**config.mk**
```make
export PLATFORM = sky130hd
export DESIGN_NAME = stable_priority_queue
export DESIGN_NICKNAME = d
export VERILOG_FILES = /design/src/spq_pkg.sv /design/src/spq_cell.sv /design/src/stable_priority_queue.sv
export SDC_FILE = /design/constraint.sdc
export NUM_CORES = 2
export LEC_CHECK = 0
export BUFFER_PORTS_ARGS = -buffer_cell sky130_fd_sc_hd__buf_2
export CAP_MARGIN = 30
export CELL_PAD_IN_SITES_DETAIL_PLACEMENT = 1
export CELL_PAD_IN_SITES_GLOBAL_PLACEMENT = 1
export CORE_UTILIZATION = 51
export DETAILED_ROUTE_END_ITERATION = 7
export HOLD_SLACK_MARGIN = 0.08
export PLACE_DENSITY_LB_ADDON = 0.25
export SYNTH_ARGS = -nofsm -noshare
export SYNTH_HDL_FRONTEND = slang
export SYNTH_SLANG_ARGS = --single-unit
```
**constraint.sdc**
```tcl
create_clock -name clk -period 7 [get_ports clk]
set_input_delay 0 -clock clk [delete_from_list [all_inputs] [get_ports clk]]
set_output_delay 0 -clock clk [all_outputs]
set_load 0.1 [all_outputs]
```
**src/spq_pkg.sv**
```systemverilog
// package for the stable priority queue: defaults, widths, operation codes
// and the command struct passed from the top level to the cells
// no dependencies
`default_nettype none
package spq_pkg;

  localparam int DEPTH_DEF     = 16;
  localparam int PRIO_BITS_DEF = 8;
  localparam int VALUE_W       = 32;
  localparam int FUNC_W        = 2;

  typedef enum logic [FUNC_W-1:0] {
    FUNC_INSERT = 2'd0,
    FUNC_REMOVE = 2'd1,
    FUNC_READ   = 2'd2
  } func_t;

  typedef struct packed {
    logic ins;
    logic rem;
  } cell_cmd_t;

endpackage
`default_nettype wire

```
**src/spq_cell.sv**
```systemverilog
// one slot of the sorted chain: holds a value and priority, takes the new
// entry, its left neighbor or its right neighbor; uses spq_pkg
`default_nettype none
module spq_cell #(
  parameter int PRIO_BITS = spq_pkg::PRIO_BITS_DEF
) (
  input  wire logic                               clk,
  input  wire spq_pkg::cell_cmd_t                 cmd,
  input  wire logic                               valid,
  input  wire logic signed [spq_pkg::VALUE_W-1:0] new_value,
  input  wire logic        [PRIO_BITS-1:0]        new_prio,
  input  wire logic                               left_lt,
  input  wire logic signed [spq_pkg::VALUE_W-1:0] left_value,
  input  wire logic        [PRIO_BITS-1:0]        left_prio,
  input  wire logic signed [spq_pkg::VALUE_W-1:0] right_value,
  input  wire logic        [PRIO_BITS-1:0]        right_prio,
  output logic signed      [spq_pkg::VALUE_W-1:0] value,
  output logic             [PRIO_BITS-1:0]        prio,
  output logic                                    here_lt
);

  // new entry belongs at or before this slot
  assign here_lt = !valid || (prio < new_prio);

  always_ff @(posedge clk) begin
    if (cmd.ins && here_lt) begin
      if (left_lt) begin
        value <= left_value;
        prio  <= left_prio;
      end else begin
        value <= new_value;
        prio  <= new_prio;
      end
    end else if (cmd.rem) begin
      value <= right_value;
      prio  <= right_prio;
    end
  end

endmodule
`default_nettype wire

```
**src/stable_priority_queue.sv**
```systemverilog
// stable priority queue top level: chain of spq_cell slots, entry count and
// output register; uses spq_pkg and spq_cell
//
//  channel | signals                                         | beat
//  input   | in_valid in_stall func item_value item_priority | one operation
//  output  | out_valid out_stall head_value is_empty          | one result
//          | occupancy dropped                               |
//
// one operation per cycle while in_stall is low: all slots compare and shift in parallel
// result is registered and appears the cycle after the input beat
// reset: count and out_valid clear, slot contents are left as is
// in_stall is high during reset and follows out_stall while a result is
// waiting, so a stall on the output holds the input back with no loss
`default_nettype none
module stable_priority_queue #(
  parameter int DEPTH     = spq_pkg::DEPTH_DEF,
  parameter int PRIO_BITS = spq_pkg::PRIO_BITS_DEF,
  localparam int CNT_W    = $clog2(DEPTH + 1)
) (
  input  wire logic                               clk,
  input  wire logic                               rst,
  input  wire logic                               in_valid,
  output logic                                    in_stall,
  input  wire logic [spq_pkg::FUNC_W-1:0]         func,
  input  wire logic signed [spq_pkg::VALUE_W-1:0] item_value,
  input  wire logic [PRIO_BITS-1:0]               item_priority,
  output logic                                    out_valid,
  input  wire logic                               out_stall,
  output logic signed [spq_pkg::VALUE_W-1:0]      head_value,
  output logic                                    is_empty,
  output logic [CNT_W-1:0]                        occupancy,
  output logic                                    dropped
);

  logic                               accept;
  logic [CNT_W-1:0]                   count;
  logic [CNT_W-1:0]                   count_next;
  logic                               full;
  logic                               empty;
  spq_pkg::cell_cmd_t                 cmd;
  logic signed [spq_pkg::VALUE_W-1:0] res_value;
  logic                               res_drop;

  logic signed [spq_pkg::VALUE_W-1:0] cell_value [DEPTH];
  logic        [PRIO_BITS-1:0]        cell_prio  [DEPTH];
  logic                               cell_lt    [DEPTH];

  assign in_stall = rst || (out_valid && out_stall);
  assign accept   = in_valid && !in_stall;
  assign full     = (count == CNT_W'(DEPTH));
  assign empty    = (count == '0);

  always_comb begin
    cmd        = '0;
    count_next = count;
    res_drop   = 1'b0;
    res_value  = empty ? '0 : cell_value[0];
    case (spq_pkg::func_t'(func))
      spq_pkg::FUNC_INSERT: begin
        if (full) begin
          res_drop = 1'b1;
        end else begin
          cmd.ins    = accept;
          count_next = count + CNT_W'(1);
          if (cell_lt[0]) begin
            res_value = item_value;
          end
        end
      end
      spq_pkg::FUNC_REMOVE: begin
        if (!empty) begin
          cmd.rem    = accept;
          count_next = count - CNT_W'(1);
        end
      end
      default: begin
      end
    endcase
  end

  genvar i;
  generate
    for (i = 0; i < DEPTH; i++) begin : g_cell
      logic                               left_lt;
      logic signed [spq_pkg::VALUE_W-1:0] left_value;
      logic        [PRIO_BITS-1:0]        left_prio;
      logic signed [spq_pkg::VALUE_W-1:0] right_value;
      logic        [PRIO_BITS-1:0]        right_prio;

      if (i == 0) begin : g_first
        assign left_lt    = 1'b0;
        assign left_value = item_value;
        assign left_prio  = item_priority;
      end else begin : g_mid
        assign left_lt    = cell_lt[i-1];
        assign left_value = cell_value[i-1];
        assign left_prio  = cell_prio[i-1];
      end

      if (i == DEPTH - 1) begin : g_last
        assign right_value = cell_value[i];
        assign right_prio  = cell_prio[i];
      end else begin : g_inner
        assign right_value = cell_value[i+1];
        assign right_prio  = cell_prio[i+1];
      end

      spq_cell #(
        .PRIO_BITS(PRIO_BITS)
      ) u_cell (
        .clk        (clk),
        .cmd        (cmd),
        .valid      (count > CNT_W'(i)),
        .new_value  (item_value),
        .new_prio   (item_priority),
        .left_lt    (left_lt),
        .left_value (left_value),
        .left_prio  (left_prio),
        .right_value(right_value),
        .right_prio (right_prio),
        .value      (cell_value[i]),
        .prio       (cell_prio[i]),
        .here_lt    (cell_lt[i])
      );
    end
  endgenerate

  always_ff @(posedge clk) begin
    if (rst) begin
      count     <= '0;
      out_valid <= 1'b0;
    end else begin
      if (accept) begin
        count     <= count_next;
        out_valid <= 1'b1;
      end else if (!out_stall) begin
        out_valid <= 1'b0;
      end
    end
  end

  always_ff @(posedge clk) begin
    if (accept) begin
      head_value <= res_value;
      is_empty   <= (count_next == '0);
      occupancy  <= count_next;
      dropped    <= res_drop;
    end
  end

endmodule
`default_nettype wire

```
# Word-level counts from Yosys, hierarchy flattened
# Cells that the tools add are included.
# classes
order_cmp	32
reduce_logical	70
addsub	2
multipliers	0
n_div	0
n_mux	104
shift	0
bitwise	0
n_eq_ne	3
# op_table
op	count
32-bit two-way mux	49
8-bit two-way mux	45
8-bit less-than comparator	16
5-bit by 4-bit greater-than comparator with 1-bit output, second input constant	8
2-bit nonzero test	15
5-bit by 3-bit greater-than comparator with 1-bit output, second input constant	4
1-bit logical AND	18
1-bit logical NOT	17
1-bit logical OR	17
5-bit by 1-bit greater-than comparator with 1-bit output, second input constant	2
5-bit by 2-bit greater-than comparator with 1-bit output, second input constant	2
5-bit logical NOT	2
5-bit two-way mux	2
5-bit one-hot mux with 2 select lines	1
1-bit two-way mux	7
5-bit by 1-bit adder with 5-bit output, second input constant	1
5-bit equality test, second input constant	1
5-bit by 1-bit subtractor with 5-bit output, second input constant	1
2-bit by 1-bit equality test with 1-bit output, second input constant	1
2-bit logical NOT	1
2-bit by 1-bit != test with 1-bit output, second input constant	1
# totals
word_cells	249
ramBits	0
mem_count	0
latchBits	0
rom_bits	0
input_bits	46
register_bits	685

# Logic depth before layout (Yosys ltp)
# depth
depth_word	8
ltp_mapped	11
ltp_nobuf	8

# Cells and area by module
# From an unflattened synthesis, not the netlist that was laid out.
# hier_totals
cells_unflattened	2902
area_unflattened_um2	43549.3
# modules_own_cells
module	n_inst	area_per_inst_um2	cells_each
spq_cell (g_cell[0].u_cell ...)	10	2575.0	165
spq_cell (g_cell[4].u_cell ...)	6	2567.5	165
stable_priority_queue	1	2394.8	262

# Worst setup path after synthesis
# Ideal clock, no wire load.
# synth_timing
path_type	reg2reg
start	reg out_valid
end	reg g_cell[15].u_cell.prio[0] (enable)
synth_period_minus_slack_ns	5.520
required_ns	6.549
path_stages_with_launch	5
arrival_ns	5.069
setup_slack_ns	1.480
path_cell_list	dfxtp_1 a21bo_2 nor2_1 nand2_1 a21oi_1
# synth_between
elab_chain_cells	7
# synth_lines
element	line	source
from (decl)	stable_priority_queue.sv:27	output logic out_valid,
from (signal assigned)	stable_priority_queue.sv:131	out_valid <= 1'b0;
from (signal assigned)	stable_priority_queue.sv:135	out_valid <= 1'b1;
from (signal assigned)	stable_priority_queue.sv:137	out_valid <= 1'b0;
1-bit logical AND	stable_priority_queue.sv:48	assign in_stall = rst || (out_valid && out_stall);
1-bit logical OR	stable_priority_queue.sv:48	
1-bit logical NOT	stable_priority_queue.sv:49	assign accept = in_valid && !in_stall;
1-bit logical AND	stable_priority_queue.sv:49	
via accept	stable_priority_queue.sv:35	logic accept;
1-bit two-way mux	stable_priority_queue.sv:60	if (full) begin
1-bit two-way mux	stable_priority_queue.sv:58	case (spq_pkg::func_t'(func))
1-bit logical AND	spq_cell.sv:26	if (cmd.ins && here_lt) begin
to (signal assigned)	spq_cell.sv:29	prio <= left_prio;
to (signal assigned)	spq_cell.sv:32	prio <= new_prio;
to (signal assigned)	spq_cell.sv:36	prio <= right_prio;
to (decl)	spq_cell.sv:18	output logic [PRIO_BITS-1:0] prio,
# The timed path passes the listed nets, and every way through them passes these cells.
# A chain may end at the register's enable or synchronous reset.

# Final worst setup path
# layout_timing
start	reg count[1]
end	reg g_cell[14].u_cell.value[6] (netlist bit) (enable)
# layout_between
elab_chain_cells	5
word_cells_on_any_way	11
cone_classes	order compare: 1; eq/ne: 1; mux: 4; reduce/logical: 5
# layout_lines
element	line	source
from (decl)	stable_priority_queue.sv:36	logic [CNT_W-1:0] count;
from (signal assigned)	stable_priority_queue.sv:134	count <= count_next;
5-bit by 4-bit greater-than comparator with 1-bit output / 5-bit equality test (equally long branches)	stable_priority_queue.sv:113, stable_priority_queue.sv:50	
1-bit logical NOT / 1-bit two-way mux (equally long branches)	spq_cell.sv:23, stable_priority_queue.sv:60	
1-bit logical OR / 1-bit two-way mux (equally long branches)	spq_cell.sv:23, stable_priority_queue.sv:58	
1-bit logical AND	spq_cell.sv:26	
2-bit nonzero test (no line) (*)	-	
to (signal assigned)	spq_cell.sv:28	value <= left_value;
to (signal assigned)	spq_cell.sv:31	value <= new_value;
to (signal assigned)	spq_cell.sv:35	value <= right_value;
to (decl)	spq_cell.sv:17	output logic signed [spq_pkg::VALUE_W-1:0] value,
# Mark *: on every way between the ends. The rest lies on a longest branch, timed or not.

==> impl_metrics.json <==
{
  "dp_hpwl_um": 74000,
  "drtIter0Drc": 2497,
  "slew_headroom_pct": 30.3,
  "io_pins": 87,
  "clkTransAtPathRegs_ns": 0.06,
  "slew_viol_final": 0,
  "grt_pass1_vias": 30017,
  "finalClockSkew_ns": 0.0303,
  "start_util_pct": 51.8,
  "timing.final.crit_share_pct": 64.7,
  "drc": 0,
  "hp-class": "in2reg",
  "status": "complete, no violations",
  "grt_first_pass_wirelength_um": 183000,
  "grt_setup_unrepaired": "no",
  "syn_avg_cell_area_um2": 11.0,
  "layout_common_cells": "edfxtp_1, nand2_1, mux2i_1, o21ai_0, o21ai_1",
  "fp.dieH_um": 269,
  "layout-drive-gt1-share_pct": 8.74,
  "synth_top_family_by_area": "multiplexers",
  "synth_area_um2": 36400,
  "cts_sinks": 685,
  "synth_compound_area_share_pct": 11.5,
  "grt_max_degree": 82,
  "postCtsSetupBuffers": 0,
  "power.density_nw_per_um2": 251,
  "grt_overflow": 0,
  "clk_latency_ns": 0.63,
  "max_freq_mhz": 221,
  "worst_pin_slew_ns": 1.05,
  "clockBufferDepth": 3,
  "yosys.area_share.simple_pct": 9.22,
  "final_common_cell": "edfxtp_1",
  "synth_adder_area_share_pct": 4.06,
  "setup_violations": 0,
  "post_drt_wl_per_cell_um": 28.1,
  "antenna_found_initial": 2,
  "muxShareOfSynthArea_pct": 15.5,
  "htreeDepth": 3,
  "portBuffers": 86,
  "seq_area_frac_synth_pct": 56.4,
  "maxCapViolations": 0,
  "synthDistinctLibCells": 49,
  "fp.dieArea_um2": 72400,
  "grt_usage_pct": 33.1,
  "syn_nets": 3475,
  "cts_resized": 0,
  "final_util_pct": 58.0,
  "setup-tns-final_ns": 0,
  "critPathKind": "reg2reg",
  "leakagePower_nw": 14.8,
  "cp_max_fo": 81,
  "first_pass_iters": 5,
  "cts_buffers": 78,
  "fp.dieW_um": 269,
  "cp-end-kind": "flip-flop",
  "cts_root_buffer": "clkbuf_16",
  "required_ns": 7.25,
  "antenna_left": 0,
  "globalplace.congestion": 0.896,
  "row_count": 97,
  "synthCells": 3311,
  "setup.worst_path.start_class": "flip-flop",
  "ys_warn_count": 0,
  "final_hold_viol_count": 0,
  "syn2layout_area_growth_pct": 12.0,
  "core_area_um2": 70300,
  "routed_wl_um": 122000,
  "irDropWorstVdd_mv": 0.168,
  "final.min_clock_period_ns": 4.53,
  "arrival_ns": 4.78,
  "cts_tree": "done",
  "synth-xor-area-share_pct": 0.0722,
  "avgViaCountPerCell": 6.42,
  "synth_seq_cells": 685,
  "num_vias": 27784,
  "fin_nets": 3498
}
[critical path, cell delays in order (launching register included)]
cell and delay [ns]:
dfxtp_1 0.53, inv_1 0.21, ha_1 0.30, nand4bb_1 0.20
and2_1 0.38, nand2_1 0.25, a211oi_4 0.25, buf_4 0.76
nand2b_2 0.64, buf_4 0.55
[synthesized netlist by cell type, drive strengths merged]
| cell type | n | area, um^2 |
|---|---|---|
| and3 | 5 | 31.3 |
| clkbuf | 178 | 668 |
| nand2 | 657 | 2470 |
| nor4 | 1 | 6.26 |
| nor4b | 1 | 15.0 |
| o311ai | 1 | 8.76 |
| mux2i | 560 | 5610 |
| mux2 | 2 | 22.5 |
| a21o | 6 | 45.0 |
| ha | 118 | 1480 |
| a21boi | 1 | 7.51 |
| nand4bb | 1 | 11.3 |
| xnor2 | 2 | 17.5 |
| a211oi | 33 | 253 |
| xor2 | 1 | 8.76 |
| nor2b | 14 | 87.6 |
| buf | 69 | 349 |
| nor3 | 10 | 55.1 |
| and4b | 1 | 10.0 |
| a41oi | 3 | 26.3 |
| o21ai | 678 | 3400 |
| nand4 | 12 | 75.1 |
| nand2b | 5 | 31.3 |
| o221ai | 2 | 17.5 |
| or3 | 1 | 6.26 |
| nand3 | 33 | 165 |
| o31ai | 2 | 15.0 |
| o21a | 1 | 7.51 |
| nor2 | 97 | 364 |
| edfxtp | 679 | 20400 |
| and2 | 1 | 6.26 |
| dfxtp | 6 | 120 |
| a21oi | 74 | 374 |
| inv | 47 | 176 |
| a31oi | 3 | 18.8 |
| o32a | 2 | 20.0 |
| or4b | 1 | 10.0 |
| a21bo | 1 | 10.0 |
| or2 | 1 | 6.26 |
| or4 | 1 | 7.51 |
[registers in the layout, indices dropped and copies added (netlist names)]
signal / cells
occupancy: 5
is_empty: 1
count: 5
out_valid: 1
head_value: 32
g_cell.u_cell.prio: 128
g_cell.u_cell.value: 512
dropped: 1
[cell type report]
type                       instances  area (um^2)
clock buffer                     100         2100
antenna                            1         2.50
inverter                          47          176
fill                            7328        29500
multi-input combinational       2332        15000
tap                              940         1180
clock inverter                    34          379
sequential                       685        20500
timing repair buffer             190         1380
[kinds of logic (layout without fill, tap and decap cells)]
group,after synthesis,after routing
buffers and inverters,294,371
DFF,685,685
other,0,1
muxes,562,562
AOI/OAI and AO/OA,807,807
adders and majority gates,118,118
xor gates and xnor gates,3,3
and+or+nand+nor,842,842
[final timing paths]
kind	start	to	slack, ns	depth (start not counted)
worst min register to register	g_cell[14].u_cell.value[8]$_DFFE_PP_	g_cell[15].u_cell.value[8]$_DFFE_PP_	0.56	2
worst max-delay path	count[1]$_SDFFE_PP0N_	g_cell[14].u_cell.value[6]$_DFFE_PP_	2.47	9
worst min-delay path	item_priority[0]	g_cell[8].u_cell.prio[0]$_DFFE_PP_	0.22	3
worst max register to register	count[1]$_SDFFE_PP0N_	g_cell[14].u_cell.value[6]$_DFFE_PP_	2.47	9
[power by group]
part,internal (mW),switching [mW]
Combinational,0.391,0.940
Clock,2.40,1.71
Sequential,4.69,0.0973
[routing by layer]
layer | vias up | share of wire (%) | global-route usage (%)
met1 | 14293 | 40 | 42.1
li1 | 12119 | - | -
met3 | 298 | 6.5 | 4.04
met5 | - | 0 | 0
met2 | 1074 | 50 | 56.9
met4 | 0 | 4.0 | 14.1
[what timing repair did]
item                                    CTS  global route
endpoints found under the setup margin    0             0
endpoints found under the hold margin   506             0
hold buffers                             49             0
[per-stage QoR]
stage | power [mW] | setup slack [ns] | cells | hold WS (ns) | instance area (um^2)
after floorplan | 5.67 | 1.48 | 3311 | 0.117 | 36400
after global placement | 6.07 | 2.49 | 4141 | 0.230 | 37700
after detailed placement | 6.13 | 2.71 | 4144 | 0.246 | 37800
after CTS | 10.2 | 2.69 | 4327 | 0.181 | 40700
after global routing | 10.5 | 2.34 | 4328 | 0.241 | 40800
final | 10.2 | 2.47 | 4329 | 0.223 | 40800
No activity file was read; power rests on OpenSTA's default activity.
